### config.mk
export PLATFORM = sky130hd
export DESIGN_NAME = lbd_back
export DESIGN_NICKNAME = d
export VERILOG_FILES = /design/src/hw/rtl/lbd_pkg.sv /design/src/hw/rtl/lbd_back.sv
export SDC_FILE = /design/constraint.sdc
export NUM_CORES = 1
export LEC_CHECK = 0
export BUFFER_PORTS_ARGS = -buffer_cell sky130_fd_sc_hd__buf_4
export CORE_ASPECT_RATIO = 1.4
export CORE_MARGIN = 1
export CORE_UTILIZATION = 50
export DETAILED_ROUTE_END_ITERATION = 12
export GPL_TIMING_DRIVEN = 1
export PLACE_DENSITY = 0.85
export SLEW_MARGIN = 15
export SYNTH_ARGS = -nofsm -noshare
export SYNTH_HDL_FRONTEND = slang
export SYNTH_SLANG_ARGS = --single-unit
### constraint.sdc
create_clock -name clk_i -period 3.2 [get_ports clk_i]
set_clock_uncertainty 0.15 [all_clocks]
set_input_delay 0.64 -clock clk_i [delete_from_list [all_inputs] [get_ports clk_i]]
set_output_delay 0.64 -clock clk_i [all_outputs]
set_load 0.05 [all_outputs]
### src/hw/rtl/lbd_pkg.sv
// Shared types and constants for the 4-connected label boundary detector.
package lbd_pkg;

  // Row counter, result column, configuration data and raster width field widths
  localparam int unsigned ROW_W    = 16;
  localparam int unsigned OUT_COL_W = 12;
  localparam int unsigned CFG_W    = 16;
  localparam int unsigned RWID_W   = 13;

  // Configuration register indexes
  typedef enum logic {
    CFG_RASTER_WIDTH  = 1'b0,
    CFG_RASTER_HEIGHT = 1'b1
  } lbd_cfg_idx_e;

  // Per-pixel flags handed from the front stage to the result stage
  typedef struct packed {
    logic left_diff;  // left neighbor differs (column > 0)
    logic edge_px;    // pixel sits on the raster edge
    logic has_up;     // row > 0, a pixel above exists
    logic last_row;   // pixel is in the final row
    logic col_last;   // pixel is in the final column
  } lbd_flags_t;

endpackage

### src/hw/rtl/lbd_back.sv
// Result stage: up-neighbor compare, mark merging and write-back, result sequencing.
module lbd_back import lbd_pkg::*; #(
  parameter int unsigned MAX_COLS = 4096,
  parameter int unsigned CAT_BITS = 32,
  parameter int unsigned CW       = $clog2(MAX_COLS)
) (
  input  logic                 clk_i,
  input  logic                 rst_ni,
  // new pixel from the front stage
  input  logic                 acc_i,
  input  logic [CW-1:0]        col_i,
  input  logic [ROW_W-1:0]     row_i,
  input  logic [CAT_BITS-1:0]  cat_i,
  input  lbd_flags_t           flags_i,
  // RAM read data for the held pixel
  input  logic [CAT_BITS-1:0]  up_cat_i,
  input  logic                 up_mark_i,
  // mark write-back
  output logic                 mark_we_o,
  output logic [CW-1:0]        mark_waddr_o,
  output logic                 mark_wdata_o,
  // stage held and cannot take a new pixel
  output logic                 busy_o,
  // result channel
  output logic                 out_valid_o,
  input  logic                 out_stall_i,
  output logic                 boundary_o,
  output logic [ROW_W-1:0]     out_row_o,
  output logic [OUT_COL_W-1:0] out_col_o,
  output logic                 frame_last_o
);

  // held pixel
  logic                s1_valid_q;
  logic [CW-1:0]       s1_col_q;
  logic [ROW_W-1:0]    s1_row_q;
  logic [CAT_BITS-1:0] s1_cat_q;
  lbd_flags_t          s1_flags_q;
  logic                sub_q;
  // mark written in the same cycle as this pixel's read
  logic                byp_q;
  logic                byp_mark_q;
  // partial mark of the previous pixel, not yet written
  logic                pend_valid_q;
  logic [CW-1:0]       pend_col_q;
  logic                pend_mark_q;
  // output register
  logic                out_valid_q;
  logic                boundary_q;
  logic [ROW_W-1:0]    out_row_q;
  logic [OUT_COL_W-1:0] out_col_q;
  logic                frame_last_q;

  logic up_diff, mark_above, res_above, partial;
  logic need_out, more_after, out_free, emit, consume, emit_above;

  // Mark of the pixel above, with bypass of writes the RAM read missed
  always_comb begin
    up_diff = (s1_cat_q != up_cat_i);
    if (pend_valid_q && (pend_col_q == s1_col_q)) begin
      mark_above = pend_mark_q | s1_flags_q.left_diff;
    end else if (byp_q) begin
      mark_above = byp_mark_q;
    end else begin
      mark_above = up_mark_i;
    end
    res_above = mark_above | up_diff;
    partial   = s1_flags_q.edge_px | s1_flags_q.left_diff |
                (s1_flags_q.has_up & up_diff);
  end

  // Result sequencing: above-pixel result first, own result on the last row
  always_comb begin
    need_out   = s1_flags_q.has_up | s1_flags_q.last_row;
    more_after = s1_flags_q.has_up & s1_flags_q.last_row & !sub_q;
    emit_above = s1_flags_q.has_up & !sub_q;
    out_free   = !out_valid_q || !out_stall_i;
    emit       = s1_valid_q && need_out && out_free;
    consume    = s1_valid_q && (!need_out || (out_free && !more_after));
  end

  assign busy_o = s1_valid_q && !consume;

  // Final mark of the previous pixel goes to RAM once this pixel retires
  assign mark_we_o    = consume && pend_valid_q;
  assign mark_waddr_o = pend_col_q;
  assign mark_wdata_o = pend_mark_q | s1_flags_q.left_diff;

  // Held pixel control
  always_ff @(posedge clk_i or negedge rst_ni) begin
    if (!rst_ni) begin
      s1_valid_q   <= 1'b0;
      sub_q        <= 1'b0;
      pend_valid_q <= 1'b0;
    end else begin
      if (acc_i) begin
        s1_valid_q <= 1'b1;
      end else if (consume) begin
        s1_valid_q <= 1'b0;
      end
      if (consume) begin
        sub_q        <= 1'b0;
        pend_valid_q <= 1'b1;
      end else if (emit) begin
        sub_q <= 1'b1;
      end
    end
  end

  // Held pixel payload
  always_ff @(posedge clk_i) begin
    if (acc_i) begin
      s1_col_q   <= col_i;
      s1_row_q   <= row_i;
      s1_cat_q   <= cat_i;
      s1_flags_q <= flags_i;
      byp_q      <= mark_we_o && (mark_waddr_o == col_i);
      byp_mark_q <= mark_wdata_o;
    end
    if (consume) begin
      pend_col_q  <= s1_col_q;
      pend_mark_q <= partial;
    end
  end

  // Output register
  always_ff @(posedge clk_i or negedge rst_ni) begin
    if (!rst_ni) begin
      out_valid_q <= 1'b0;
    end else if (emit) begin
      out_valid_q <= 1'b1;
    end else if (!out_stall_i) begin
      out_valid_q <= 1'b0;
    end
  end

  always_ff @(posedge clk_i) begin
    if (emit) begin
      if (emit_above) begin
        boundary_q   <= res_above;
        out_row_q    <= s1_row_q - ROW_W'(1);
        frame_last_q <= 1'b0;
      end else begin
        boundary_q   <= 1'b1;
        out_row_q    <= s1_row_q;
        frame_last_q <= s1_flags_q.col_last;
      end
      out_col_q <= OUT_COL_W'(s1_col_q);
    end
  end

  assign out_valid_o  = out_valid_q;
  assign boundary_o   = boundary_q;
  assign out_row_o    = out_row_q;
  assign out_col_o    = out_col_q;
  assign frame_last_o = frame_last_q;

endmodule

==> reports/metrics.yaml <==
status: "complete, no violations"
place_inst: 509
drtIter0Drc: 111
arrival_ns: 1.85
path_class: "reg2out"
max_freq_mhz: 379
synthArstFlopShare: 0.0351
max-vdd-ir-drop_uv: 525
final_area_um2: 6230
tns_ns: 0
fin_crit_ns: 2.64
path_max_fanout: 5
seqCellArea_um2: 3400
place_ws_ns: 0.636
slew_violations: 0
drive_above_1_share: 0.406
cts_tree: "yes"
synth_seq_cells: 114
required_ns: 2.41
syn_nets: 360
numCtsBuffers: 17
drt-total-wl_um: 8520
drv_cap: 0
clock-root-buffer: "clkbuf_16"
synthCells: 257
p_per_area_nw_per_um2: 677
chipWidth_um: 81.6
dr_wl_met3_um: 608
die_h_um: 113
setup_viol: 0
synth-edff-count: 110
gp_routability_congestion: 0.797
area_growth_pct: 40.4
first_pass_iters: 4
instances_no_fill: 541
core_um2: 8610
io-pin-count: 148
hold_class: "in2reg"
cts_resized: 0
wl_met2_um: 4770
startpoint_type: "flip-flop"
period_share: 0.824
portBuffers: 147
grt_pass1_wl_um: 12600
dp_hpwl_um: 6140
slew_headroom: 0.447
worst-r2r-cell-count: 5
hold_viol: 0
grt_pass1_vias: 2746
track_usage: 0.199
start_util: 0.516
die_area_um2: 9260
worst-r2r-setup-slack_ns: 0.90
worstReg2RegEnd: "boundary_o"
nFillCells: 580
rsz0062_at_grt: "no"
end_kind: "output port"
cts.clk_slew.worst_paths_ns: 0.05
syn-mean-instance-area_um2: 17.3
placed_area_um2: 5690
layout_setup_ws_ns: 0.563
cts_hold_buf: 1
htreeDepth: 4
routedWlPerCell_um: 15.8
viasPerCell: 4.97
netlist_area_um2: 4440
worst_pin_slew_ns: 0.830
ys_warn_count: 0
holdPathEnd: "s1_cat_q[2]"
ys_seq_area_frac: 0.767
top_layer: "met4"
r2r-start: "mark_waddr_o[0]"
via_count: 2688
antenna_found_initial: 0
multiInputGateArea_um2: 1020
synth.distinct_cells: 27
gr-total-overflow: 0
diodes: 0
ys.flop_type: "edfxtp_1"
wl_met1_um: 2830
p_leak_uw: 0.00244
rows: 40
drc: 0
utilization: 0.724
clkSinkCount: 114
clk_latency_ns: 0.40
fin_nets: 527
clockBufferDepth: 2
hold_depth: 1
ant_nets: 0
postCtsSetupBuffers: 0
hp-start: "cat_i[2]"
grt_max_degree: 69
## area by class of cell
cell class,instances,share of cell area
Sequential cell,114,0.546
Timing Repair Buffer,149,0.180
Multi-Input combinational cell,136,0.164
Clock buffer,22,0.0713
Tap cell,105,0.0211
Clock inverter,9,0.0145
Inverter,6,0.00361
## routing by layer
layer	global-route usage	vias up
li1	-	1294
met1	0.193	1250
met2	0.343	120
met3	0.0760	24
met4	0.124	0
met5	0	-
## critical path, cell delays in order, from the launching register on
cell and delay (ns):
dfrtp_1 0.42, nand2_1 0.13, o21ai_0 0.10, o2bb2ai_1 0.13, or2_2 0.32, nor2_1 0.14, buf_4 0.22
## state kept, by name (all words and copies together) (netlist names), 5 cells and up
| register | count |
|---|---|
| s1_cat_q | 32 |
| out_row_o | 16 |
| s1_row_q | 16 |
| mark_waddr_o | 12 |
| out_col_o | 12 |
| s1_col_q | 12 |
| s1_flags_q | 5 |
## per-stage QoR
stage	hold slack [ns]	total power [µW]
6_report	0.264	4220
2_1_floorplan	0.194	2280
5_1_grt	0.240	4370
3_5_place_dp	0.291	2560
3_3_place_gp	0.288	2530
4_1_cts	0.247	4260
## cell usage after synthesis, types with 2 or more instances
cell	count	share of area
and2_1	2	0.0028
dfrtp_1	4	0.023
edfxtp_1	110	0.74
inv_1	6	0.0051
nand2_1	8	0.0068
nand2b_1	2	0.0028
nand3_1	3	0.0034
nand3b_1	2	0.0034
nand4_1	9	0.013
nor2_1	6	0.0051
nor3_1	5	0.0056
nor3_2	2	0.0045
nor4_1	10	0.014
o21ai_0	4	0.0045
or2_2	3	0.0042
or3_1	2	0.0028
xnor2_1	38	0.075
xor2_1	32	0.063
## logic make-up after synthesis
group / share of synthesized area
AO/OA/AOI/OAI: 0.0113
flip-flops: 0.767
XOR/XNOR: 0.138
buffers and inverters: 0.00592
AND/OR/NAND/NOR: 0.0699
multiplexers: 0.00507
adder cells (fa/ha/maj): 0.00282
## power breakdown
| part | switching [µW] | internal, µW |
|---|---|---|
| combinational | 388 | 245 |
| sequential | 83.2 | 1810 |
| clock | 568 | 1120 |
| total | 1040 | 3180 |
## worst max path at each step
stage                            from         end  cells past startpoint
after global placement    out_stall_i   mark_we_o                      7
after floorplan           out_stall_i  boundary_o                      1
after global routing      out_valid_o   mark_we_o                      6
after CTS                 out_valid_o   mark_we_o                      6
final                     out_valid_o   mark_we_o                      6
after detailed placement  out_stall_i   mark_we_o                      7
## cells in the final DEF, fill, tap and decap left out, drive strengths merged, types with 2 or more instances in the layout
master | netlist | routed
edfxtp | 110 | 110
o21ai | 4 | 4
and2 | 2 | 2
nor4 | 10 | 10
nand3b | 2 | 2
xor2 | 32 | 32
inv | 6 | 6
nor2 | 6 | 6
clkinv | 0 | 7
nand2 | 8 | 8
clkbuf | 1 | 22
dfrtp | 4 | 4
buf | 0 | 148
or3 | 2 | 2
nand2b | 2 | 2
nand4 | 9 | 9
bufinv | 0 | 2
nor3 | 7 | 7
or2 | 3 | 3
mux2 | 2 | 2
xnor2 | 38 | 38
nand3 | 3 | 3
Power figures use the tool's default switching activity.
