## src/hw/rtl/lbd_pkg.sv

```systemverilog
// Shared types and constants for the 4-connected label boundary detector.
package lbd_pkg;

  // Row counter, result column, configuration data and raster width field widths
  localparam int unsigned ROW_W    = 16;
  localparam int unsigned OUT_COL_W = 12;
  localparam int unsigned CFG_W    = 16;
  localparam int unsigned RWID_W   = 13;

  // Configuration register indexes
  typedef enum logic {
    CFG_RASTER_WIDTH  = 1'b0,
    CFG_RASTER_HEIGHT = 1'b1
  } lbd_cfg_idx_e;

  // Per-pixel flags handed from the front stage to the result stage
  typedef struct packed {
    logic left_diff;  // left neighbor differs (column > 0)
    logic edge_px;    // pixel sits on the raster edge
    logic has_up;     // row > 0, a pixel above exists
    logic last_row;   // pixel is in the final row
    logic col_last;   // pixel is in the final column
  } lbd_flags_t;

endpackage

```

## src/hw/rtl/lbd_front.sv

```systemverilog
// Front stage: configuration registers, raster position tracking and left-neighbor compare.
module lbd_front import lbd_pkg::*; #(
  parameter int unsigned MAX_COLS = 4096,
  parameter int unsigned CAT_BITS = 32,
  parameter int unsigned CW       = $clog2(MAX_COLS)
) (
  input  logic                clk_i,
  input  logic                rst_ni,
  // configuration writes
  input  logic                cfg_we_i,
  input  logic                cfg_idx_i,
  input  logic [CFG_W-1:0]    cfg_data_i,
  // incoming request
  input  logic                acc_i,
  input  logic [CAT_BITS-1:0] cat_i,
  input  logic                frame_start_i,
  // resolved pixel
  output logic [CW-1:0]       col_o,
  output logic [ROW_W-1:0]    row_o,
  output lbd_flags_t          flags_o
);

  localparam int unsigned W_RST = (MAX_COLS < 4096) ? MAX_COLS : 4096;
  localparam logic [CW-1:0] W_LAST_RST = CW'(W_RST - 1);

  logic [CW-1:0]       w_last_q;
  logic [ROW_W-1:0]    h_last_q;
  logic [CW-1:0]       col_pos_q, col_pos_d;
  logic [ROW_W-1:0]    row_pos_q, row_pos_d;
  logic [CAT_BITS-1:0] left_q;

  logic [RWID_W-1:0]   w_raw;
  logic [ROW_W-1:0]    h_raw;
  logic [CW-1:0]       w_last_new;
  logic [ROW_W-1:0]    h_last_new;
  logic [CW-1:0]       c0, c;
  logic [ROW_W-1:0]    r0, r1, r;

  // Clamp written width/height and keep them as last-index values
  always_comb begin
    w_raw = cfg_data_i[RWID_W-1:0];
    h_raw = cfg_data_i[ROW_W-1:0];
    if (w_raw == '0) begin
      w_last_new = '0;
    end else if (32'(w_raw) > MAX_COLS) begin
      w_last_new = CW'(MAX_COLS - 1);
    end else begin
      w_last_new = CW'(w_raw - RWID_W'(1));
    end
    h_last_new = (h_raw == '0) ? '0 : h_raw - ROW_W'(1);
  end

  always_ff @(posedge clk_i or negedge rst_ni) begin
    if (!rst_ni) begin
      w_last_q <= W_LAST_RST;
      h_last_q <= '0;
    end else if (cfg_we_i) begin
      unique case (lbd_cfg_idx_e'(cfg_idx_i))
        CFG_RASTER_WIDTH:  w_last_q <= w_last_new;
        CFG_RASTER_HEIGHT: h_last_q <= h_last_new;
        default: ;
      endcase
    end
  end

  // Resolve the position of this pixel (frame start, shrunken raster)
  always_comb begin
    c0 = frame_start_i ? '0 : col_pos_q;
    r0 = frame_start_i ? '0 : row_pos_q;
    if (c0 > w_last_q) begin
      c  = '0;
      r1 = r0 + ROW_W'(1);
    end else begin
      c  = c0;
      r1 = r0;
    end
    r = (r1 > h_last_q) ? '0 : r1;
  end

  // Advance position past this pixel, wrapping at end of row and frame
  always_comb begin
    if (c == w_last_q) begin
      col_pos_d = '0;
      row_pos_d = (r == h_last_q) ? '0 : r + ROW_W'(1);
    end else begin
      col_pos_d = c + CW'(1);
      row_pos_d = r;
    end
  end

  always_ff @(posedge clk_i or negedge rst_ni) begin
    if (!rst_ni) begin
      col_pos_q <= '0;
      row_pos_q <= '0;
      left_q    <= '0;
    end else if (acc_i) begin
      col_pos_q <= col_pos_d;
      row_pos_q <= row_pos_d;
      left_q    <= cat_i;
    end
  end

  // Pixel flags
  always_comb begin
    flags_o.left_diff = (c != '0) && (left_q != cat_i);
    flags_o.edge_px   = (r == '0) || (c == '0) || (c == w_last_q) || (r == h_last_q);
    flags_o.has_up    = (r != '0);
    flags_o.last_row  = (r == h_last_q);
    flags_o.col_last  = (c == w_last_q);
  end

  assign col_o = c;
  assign row_o = r;

endmodule

```

## config.mk

```make
export PLATFORM = sky130hd
export DESIGN_NAME = lbd_front
export DESIGN_NICKNAME = d
export VERILOG_FILES = /design/src/hw/rtl/lbd_pkg.sv /design/src/hw/rtl/lbd_front.sv
export SDC_FILE = /design/constraint.sdc
export NUM_CORES = 1
export LEC_CHECK = 0
export ABC_AREA = 1
export CORE_MARGIN = 2
export CORE_UTILIZATION = 40
export DETAILED_ROUTE_END_ITERATION = 10
export DONT_BUFFER_PORTS = 1
export PLACE_DENSITY_LB_ADDON = 0.1
export SLEW_MARGIN = 20
export SYNTH_ARGS = -nofsm -noshare
export SYNTH_HDL_FRONTEND = slang
export SYNTH_SLANG_ARGS = --single-unit
```

## constraint.sdc

```tcl
create_clock -name clk_i -period 3.8 [get_ports clk_i]
set_input_delay 0.38 -clock clk_i [delete_from_list [all_inputs] [get_ports clk_i]]
set_output_delay 0.38 -clock clk_i [all_outputs]
set_load 0.005 [all_outputs]
```

==> key figures, run 1 <==
STA
  • Pins Over Slew Limit: 0
  • Worst setup margin: -0.810 ns
  • RSZ-0062 raised after global routing: yes
  • F_max: ~0.22 GHz
  • Slew Limit Headroom: 0.413
  • Crit share post-route: 1.21
  • Final Hold Fails: 0
  • Setup violations, final: 35
  • Skew final: roughly 0.011 ns
  • Hold Slack: around 0.12 ns
  • Worst Tran Pin Value: 0.877 ns
  • Final Critical Period: 4.61 ns

Floorplan
  • Die area: 19200 um^2
  • Die Y: 139 um
  • # IOs: 87
  • Chip width: ~140 um
  • Core area: between 15000 and 20000 um^2
  • Site Rows: 49
  • Initial Utilization: 0.406

Pwr
  • Pleak: 5.31 nW
  • Pwr Density: roughly 250 nW/um^2
  • Total Power: 2.69 mW
  • Max VDD drop: approximately 200 uV

Worst setup path
  • R2r setup slk: -0.65 ns
  • WP data arrival: 4.23 ns
  • Worst reg2reg path depth: 32
  • Cell mode on critical path: nand2_1
  • Worst R2R End: row_pos_q[10]
  • Kind of critical path: reg -> out
  • Max FO, Critical Path: 8
  • WP buf/inv: 6
  • Endpoint class of the critical path: primary output
  • FF-to-FF Start: w_last_q[5]
  • CP peak stage delay: between 0.5 and 0.6 ns
  • Worst Path Required: about 3.4 ns
  • Worst Setup Start Kind: flop
  • CP top delay family: simple AND/OR/NAND/NOR gates
  • Slowest CP cell: dfstp_2

Final layout
  • Antenna diodes: 0
  • Share of layout cells above drive strength 1: 0.394
  • Area growth syn-to-layout: 49.3%
  • Nets: 1350

Hold path
  • Min-delay src: acc_i
  • Hold crit path type: in -> reg
  • Hold endpoint: col_pos_q[9]
  • Hold path depth: 1

Global route
  • GRT Total Usage: 0.245
  • Global-route wire length before repair: 37.3 mm
  • Aggregate global routing overflow: 0
  • Largest net degree at the start of global routing: between 80 and 90
  • Initial antenna violation count: 0
  • Vias in the first global route: 7402

Route
  • 1st-iter DRT viols: 281
  • First drt pass iteration count: 4
  • Routed WL per cell: 15.9 um
  • Post-route ant nets: 0
  • Via Count: 7454
  • Routed WL: 23.7 mm
  • Drt drc: 0
  • Via-to-Cell Ratio: 4.99

CTS
  • Clock slew at reported path FFs: 0.07 ns
  • CTS tree: built
  • Clock Sink Count: 88
  • Clock Path Buffers: 2
  • Cts bufs inserted: 9
  • CTS H-tree lvls: 3
  • Worst-skew pair later-pin latency: roughly 0.36 ns
  • Root Driver: clkbuf_16

Placement
  • PortBufs: 0
  • HPWL Detailed: 16.9 mm
  • Gpl congestion: roughly 0.9

Run status
  • Failing checks: setup timing
  • Status: finished, violations left

Logic synthesis
  • Netlist cell types: 38
  • Simple-Gate Fraction of Synth Area: 0.401
  • Syn. warnings: 0
  • Mapped Cells: ~1100
  • Avg Synthesized Cell Area: between 6 and 7 um^2
  • Mapped Nets: 1165
  • Largest family of logic cells by synthesized area: simple AND/OR/NAND/NOR gates
  • Sequential-to-total area share from yosys stat: 0.306
  • Mapped Area: 7240 um^2
  • Mux cell area share after synthesis: 0
  • Compound-cell area share of the yosys netlist: 0.0546
  • Synth Area in Adders: 0.0604
  • Synth Register Bits: slightly below 90
  • Synth Area in XOR/XNOR: 0.0689

Run
  • Maxcap violations: 0
per-layer routing:
metal,vias up,share of wire,track usage
met5,-,0,0
met4,0,0.033,0.0908
met3,49,0.048,0.0549
met2,156,0.50,0.427
met1,3479,0.42,0.297
li1,3770,-,-
what timing repair did:
action	in CTS	in global routing
setup endpoints to repair	35	46
cloned	5	0
hold buffers	2	0
endpoints found under the hold margin	88	0
setup buffers	22	19
gates resized for setup	198	96
pin swaps	92	79
state kept, by name, summed over array words and instances, names as in the netlist:
signal and count:
col_pos_q 12, h_last_q 16, left_q 32, row_pos_q 16
w_last_q 12
final cells by class:
type / instances / area (um^2)
Tap cell: 229 / 287
Sequential cell: 88 / 2220
Fill cell: 1592 / 7020
Timing Repair Buffer: 202 / 1850
Inverter: 158 / 633
Clock buffer: 10 / 239
Clock inverter: 6 / 72.6
Multi-Input combinational cell: 802 / 5520
per-stage QoR:
step / worst slack [ns] / instances / TNS [ns] / util / instance area [um^2]
detailed placement: -0.715 / 1434 / -14.21 / 0.494 / 8820
floorplan: -0.191 / 1076 / -0.930 / - / 7550
CTS: -0.737 / 1479 / -10.08 / 0.577 / 10300
finish: -0.810 / 1495 / -15.31 / 0.606 / 10800
global placement: -0.650 / 1434 / -12.19 / 0.494 / 8820
global route: -0.958 / 1495 / -19.84 / 0.606 / 10800
where the power goes:
group	switching (mW)	internal, mW
Sequential	0.0524	1.03
Combinational	0.365	0.285
Clock	0.426	0.538
cell usage in the layout, fill, tap and decap left out, drive strengths merged:
master,instances
inv,157
or2,1
dlygate4sd3,1
bufinv,1
dfrtp,76
nand2,401
nand4,28
o21ai,14
nand3b,7
o32ai,1
nor4,7
clkinv,6
buf,201
xnor2,29
and2,3
o21a,2
nor3,13
o22ai,36
nor2,111
a21o,1
ha,35
dfstp,12
nand3,71
or4,1
clkbuf,10
xor2,28
a21oi,13
synthesized netlist by cell type (all sizes together):
library cell / instances / share of area
nand3b: 7 / 0.0073
dfrtp: 76 / 0.26
nand3: 71 / 0.059
buf: 16 / 0.020
or4: 1 / 0.0010
xnor2: 29 / 0.035
o21a: 2 / 0.0021
clkinv: 3 / 0.0016
clkbuf: 15 / 0.0078
o21ai: 14 / 0.0097
and2: 3 / 0.0026
a21o: 1 / 0.0010
xor2: 28 / 0.034
inv: 155 / 0.080
nor3: 13 / 0.012
ha: 35 / 0.060
nand2: 398 / 0.22
o22ai: 36 / 0.031
dfstp: 12 / 0.044
a21oi: 13 / 0.0095
nand4: 28 / 0.024
o32ai: 1 / 0.0012
or2: 1 / 0.00086
nor2: 111 / 0.067
nor4: 7 / 0.0060
logic make-up (layout without fill, tap and decap cells):
kind of cell / after synthesis / in the layout
and+or+nand+nor: 640 / 643
buffers and inverters: 189 / 376
AOI/OAI and AO/OA: 67 / 67
xor gates and xnor gates: 57 / 57
adders and majority gates: 35 / 35
DFF: 88 / 88
worst max-delay path by stage:
| stage | end | slack [ns] | cells past startpoint | startpoint |
|---|---|---|---|---|
| final | flags_o[3] | -0.81 | 29 | w_last_q[2] |
| after global routing | flags_o[3] | -0.96 | 27 | w_last_q[3] |
| after CTS | flags_o[3] | -0.74 | 28 | w_last_q[7] |
| after detailed placement | row_pos_q[13] | -0.72 | 31 | w_last_q[10] |
| after global placement | flags_o[3] | -0.65 | 27 | w_last_q[10] |
| after floorplan | row_pos_q[10] | -0.19 | 32 | frame_start_i |
No activity file was read; power rests on OpenSTA's default activity.
==> run 2: changes to the inputs <==
==> constraint.sdc (replaced) <==
create_clock -name clk_i -period 3.8 [get_ports clk_i]
set_input_delay 0.38 -clock clk_i [delete_from_list [all_inputs] [get_ports clk_i]]
set_output_delay 0.38 -clock clk_i [all_outputs]
set_load 0.01 [all_outputs]
==> run 2 against run 1 <==
Compared with the run above:
- the run still ends with setup timing left
- setup slack lost 0.0031 ns
- combinational power down 4.8%
- first-iteration DRC count rose by 22%
- critical endpoint unchanged
- largest power group unchanged
- highest routed layer unchanged
==> key figures, run 2 (synthesis gave the netlist of run 1 again) <==
Worst setup path
  • Cell mode on critical path: nand2_4
  • Worst Setup Start Kind: flop
  • WP data arrival: 4.23 ns
  • Max FO, Critical Path: 6
  • Endpoint class of the critical path: primary output
  • Worst Path Required: 3.42 ns
  • Slowest CP cell: dfstp_2
  • Kind of critical path: reg -> out
  • CP peak stage delay: 0.54 ns

Route
  • Post-route ant nets: 0
  • Via-to-Cell Ratio: between 4 and 5
  • First drt pass iteration count: 5
  • Routed WL: around 24 mm
  • Drt drc: 0
  • Routed WL per cell: 15.9 um
  • 1st-iter DRT viols: about 340
  • Via Count: about 7500

Placement
  • Gpl congestion: 0.893
  • PortBufs: 0
  • HPWL Detailed: 17.1 mm
  • Post-DP Area: between 8000 and 9000 um^2
  • Pre-CTS setup slack: -0.753 ns
  • Placed Cells: roughly 1400

Run
  • Maxcap violations: 0

Final layout
  • Area growth syn-to-layout: 45.6%
  • Commonest non-fill, non-tap cells in the layout: nand2_1 (319), buf_4 (167), inv_1 (120)
  • Commonest non-fill, non-tap cell in the layout: nand2_1
  • Number of flip-flops in the largest register: 32
  • Registers with the most flip-flops: left_q: 32 flops, h_last_q: 16 flops, row_pos_q: 16 flops
  • Share of layout cells above drive strength 1: 0.370
  • Util after Layout: 0.591
  • Nets: 1365
  • Biggest register: left_q
  • Final non-filler cell total: 1510
  • Antenna diodes: 0
  • Post-Layout Inst Area: 10600 um^2

Floorplan
  • Chip width: between 100 and 150 um
  • Site Rows: 49
  • Initial Utilization: 0.406
  • Die Y: 139 um
  • Die area: 19200 um^2
  • # IOs: 87
  • Core area: 17800 um^2

Global route
  • Largest net degree at the start of global routing: 89
  • Global-route wire length before repair: a little under 40 mm
  • Aggregate global routing overflow: 0
  • Vias in the first global route: 7677
  • GRT Total Usage: 0.252
  • Initial antenna violation count: 0

STA
  • Final Hold Fails: 0
  • Final Critical Period: 4.61 ns
  • RSZ-0062 raised after global routing: yes
  • Worst Tran Pin Value: 0.705 ns
  • Setup violations, final: 35
  • Skew final: approximately 0.012 ns
  • Crit share post-route: 1.21
  • F_max: 0.217 GHz
  • Post-Route Setup TNS: -17.00 ns
  • Hold Slack: 0.118 ns
  • Worst setup margin: -0.813 ns
  • Pins Over Slew Limit: 0
  • Slew Limit Headroom: 0.529

CTS
  • Root Driver: clkbuf_16
  • Clock slew at reported path FFs: roughly 0.070 ns
  • Cts bufs inserted: 9
  • CTS H-tree lvls: 3
  • CTS tree: built
  • Clock Path Buffers: 2
  • Clock Sink Count: 88
  • Worst-skew pair later-pin latency: 0.36 ns

Pwr
  • Pwr Density: 248 nW/um^2
  • Max VDD drop: 199 uV
  • Pleak: approximately 5.3 nW
  • Total Power: 2.62 mW

Run status
  • Status: finished, violations left
  • Failing checks: setup timing

Hold path
  • Hold crit path type: in -> reg
-- run 2: cell count changes in the layout (fill, tap and decap cells not counted), sizes merged --
cell    previous run  this run
buf              201       217
bufinv             1         0
nand2            401       400
clkbuf            10         9
inv              157       159
-- run 2: cell type report --
class	count	area [um^2]
Clock inverter	7	71.3
Multi-Input combinational cell	801	5210
Timing Repair Buffer	218	1930
Fill cell	1612	7290
Inverter	158	611
Sequential cell	88	2220
Clock buffer	9	225
Tap cell	229	287
-- run 2: where the power goes --
part | internal [mW] | switching, mW
Combinational | 0.266 | 0.352
Sequential | 1.03 | 0.0512
Clock | 0.464 | 0.460
Total | 1.76 | 0.863
-- run 2: worst paths after layout --
kind / startpoint / endpoint / slack [ns] / depth (start not counted)
max: w_last_q[9] / flags_o[3] / -0.81 / 29
min: acc_i / col_pos_q[9] / 0.12 / 1
max reg2reg: w_last_q[11] / row_pos_q[12] / -0.69 / 32
min reg2reg: row_pos_q[12] / row_pos_q[12] / 0.49 / 2
max in group asynchronous: rst_ni / left_q[16] / 2.79 / 2
min in group asynchronous: rst_ni / h_last_q[10] / 0.52 / 2
-- run 2: routing by layer --
layer	vias up	track usage	routed length, um
li1	3793	-	-
met1	3545	0.302	10100
met2	134	0.450	12200
met3	46	0.0532	1060
met4	0	0.0843	695
met5	-	0	0
-- run 2: timing repair --
item / in CTS / in global routing
resized for setup: 161 / 60
hold endpoints to repair: 88 / 0
pin swaps: 56 / 49
buffers inserted: 42 / 12
hold buffers: 2 / 0
gates cloned: 5 / 0
endpoints found under the setup margin: 36 / 37
-- run 2: worst max-delay path, delay by kind of cell (launching register included) --
family / cells / cell delay (ns)
simple gates: 18 / 1.84
buf+inv: 8 / 0.78
fa+ha+maj: 3 / 0.70
flops: 1 / 0.54
==> run 3: changes to the inputs <==
--- a/config.mk
+++ b/config.mk
@@ -6,11 +6,13 @@
 export NUM_CORES = 1
 export LEC_CHECK = 0
 export ABC_AREA = 1
+export CORE_ASPECT_RATIO = 0.8
 export CORE_MARGIN = 2
 export CORE_UTILIZATION = 40
 export DETAILED_ROUTE_END_ITERATION = 10
 export DONT_BUFFER_PORTS = 1
 export PLACE_DENSITY_LB_ADDON = 0.1
+export SETUP_SLACK_MARGIN = 0.3
 export SLEW_MARGIN = 20
 export SYNTH_ARGS = -nofsm -noshare
 export SYNTH_HDL_FRONTEND = slang
==> run 3 against run 2 <==
Compared with the run above:
- the run still ends with setup timing left
- largest cell class unchanged
- fmax decreased by 0.27%
- combinational power decreased by 1%
- first-iteration DRC count increased by 35%
- largest power group unchanged
- wire length decreased by 1.3%
==> key figures, run 3 (synthesis gave the netlist of run 1 again) <==
Route
  • Post-route ant nets: 0
  • 1st-iter DRT viols: 460
  • Drt drc: 0
  • First drt pass iteration count: 5
  • Routed WL per cell: 16.0 um
  • Via-to-Cell Ratio: 5.00
  • Via Count: 7377
  • Routed WL: 23.7 mm

Pwr
  • Pleak: 5.14 nW
  • Total Power: 2.61 mW
  • Max VDD drop: roughly 210 uV
  • Pwr Density: ~250 nW/um^2

Worst setup path
  • FF-to-FF Start: w_last_q[11]
  • CP top delay family: simple AND/OR/NAND/NOR gates
  • WP data arrival: about 4.3 ns
  • R2r setup slk: -0.61 ns
  • Cell mode on critical path: nand2_1
  • Worst R2R End: row_pos_q[3]
  • CP peak stage delay: 0.56 ns
  • Worst Setup Start Kind: flop
  • Max FO, Critical Path: 8
  • Kind of critical path: reg -> out
  • Worst Path Required: 3.42 ns
  • Endpoint class of the critical path: primary output
  • Worst reg2reg path depth: 33
  • WP buf/inv: 7
  • Slowest CP cell: dfstp_2

Run status
  • Status: finished, violations left
  • Failing checks: setup timing

CTS
  • Clock Sink Count: 88
  • Root Driver: clkbuf_16
  • Clock Path Buffers: 2
  • CTS H-tree lvls: 3
  • CTS tree: built
  • Worst-skew pair later-pin latency: ~0.36 ns
  • Clock slew at reported path FFs: 0.08 ns
  • Cts bufs inserted: 9

Placement
  • PortBufs: 0
  • Gpl congestion: between 0.8 and 0.9
  • HPWL Detailed: 17.0 mm

STA
  • Skew final: about 0.011 ns
  • Pins Over Slew Limit: 0
  • Final Hold Fails: 0
  • Post-Route Setup TNS: -16.14 ns
  • RSZ-0062 raised after global routing: yes
  • Worst setup margin: -0.826 ns
  • Setup violations, final: 35
  • Slew Limit Headroom: 0.298
  • Worst Tran Pin Value: 1.05 ns
  • Final Critical Period: between 4 and 5 ns
  • Crit share post-route: 1.22
  • F_max: around 0.22 GHz
  • Hold Slack: ~0.12 ns

Final layout
  • Fill count: roughly 1600
  • Biggest register: left_q
  • Commonest non-fill, non-tap cells in the layout: nand2_1 (306), buf_4 (146), inv_1 (116)
  • Storage cell area: 2220 um^2
  • Number of flip-flops in the largest register: 32
  • Share of layout cells above drive strength 1: 0.366
  • Nets: 1335
  • Registers with the most flip-flops: left_q: 32 flops, h_last_q: 16 flops, row_pos_q: 16 flops
  • Area growth syn-to-layout: 43.2%
  • Antenna diodes: 0
  • Commonest non-fill, non-tap cell in the layout: nand2_1
  • Multi-input logic area: 5270 um^2

Floorplan
  • Site Rows: 43
  • Die Y: 124 um
  • Core area: ~18000 um^2
  • Initial Utilization: 0.413
  • Die area: 19200 um^2
  • Chip width: 154 um
  • # IOs: 87

Hold path
  • Hold endpoint: col_pos_q[9]
  • Hold crit path type: in -> reg
  • Min-delay src: acc_i
  • Hold path depth: 1

Global route
  • Largest net degree at the start of global routing: 89
  • Initial antenna violation count: 0
  • Vias in the first global route: approximately 6800
  • GRT Total Usage: 0.244
  • Global-route wire length before repair: 36.9 mm
  • Aggregate global routing overflow: 0

Run
  • Maxcap violations: 0
run 3: layout make-up:
type,count,area share
clock buffers,9,0.0217
clock inverters,7,0.00699
inverters,158,0.0603
multi-input cells,803,0.508
flip-flops and latches,88,0.214
well taps,225,0.0271
repair buffers,186,0.162
run 3: what timing repair did:
action                     in CTS  in global routing
gates cloned                    7                  1
buffers inserted               21                 13
resized for setup             144                 85
hold buffers                    2                  0
setup endpoints to repair      38                 46
pin swaps                      45                 35
hold endpoints to repair       88                  0
run 3: routing by layer:
metal / global-route usage / part of all wire / routed length [um] / up-vias
met5: 0 / 0 / 0 / -
met4: 0.0414 / 0.012 / 278 / 0
met3: 0.0487 / 0.053 / 1260 / 20
met1: 0.365 / 0.50 / 11900 / 3434
li1: - / - / - / 3742
met2: 0.366 / 0.43 / 10300 / 181
run 3: where the power goes:
group / switching, mW / internal, mW
combinational: 0.346 / 0.266
sequential: 0.0527 / 1.03
clock: 0.451 / 0.465
total: 0.850 / 1.76
run 3: metrics by stage:
stage / utilization / instances / instance area [um^2] / setup WS, ns
2_1_floorplan: - / 1076 / 7490 / -0.159
5_1_grt: 0.592 / 1476 / 10400 / -0.967
6_report: 0.592 / 1476 / 10400 / -0.826
3_5_place_dp: 0.493 / 1416 / 8650 / -0.673
4_1_cts: 0.564 / 1462 / 9900 / -0.747
3_3_place_gp: 0.493 / 1416 / 8650 / -0.665
run 3: worst max path at each step:
| stage | endpoint | start | depth (start not counted) |
|---|---|---|---|
| 5_1_grt | flags_o[3] | w_last_q[11] | 28 |
| 4_1_cts | flags_o[3] | w_last_q[11] | 30 |
| 6_report | flags_o[3] | w_last_q[11] | 28 |
| 3_3_place_gp | flags_o[3] | w_last_q[11] | 27 |
| 2_1_floorplan | row_pos_q[10] | frame_start_i | 34 |
| 3_5_place_dp | flags_o[3] | w_last_q[11] | 26 |
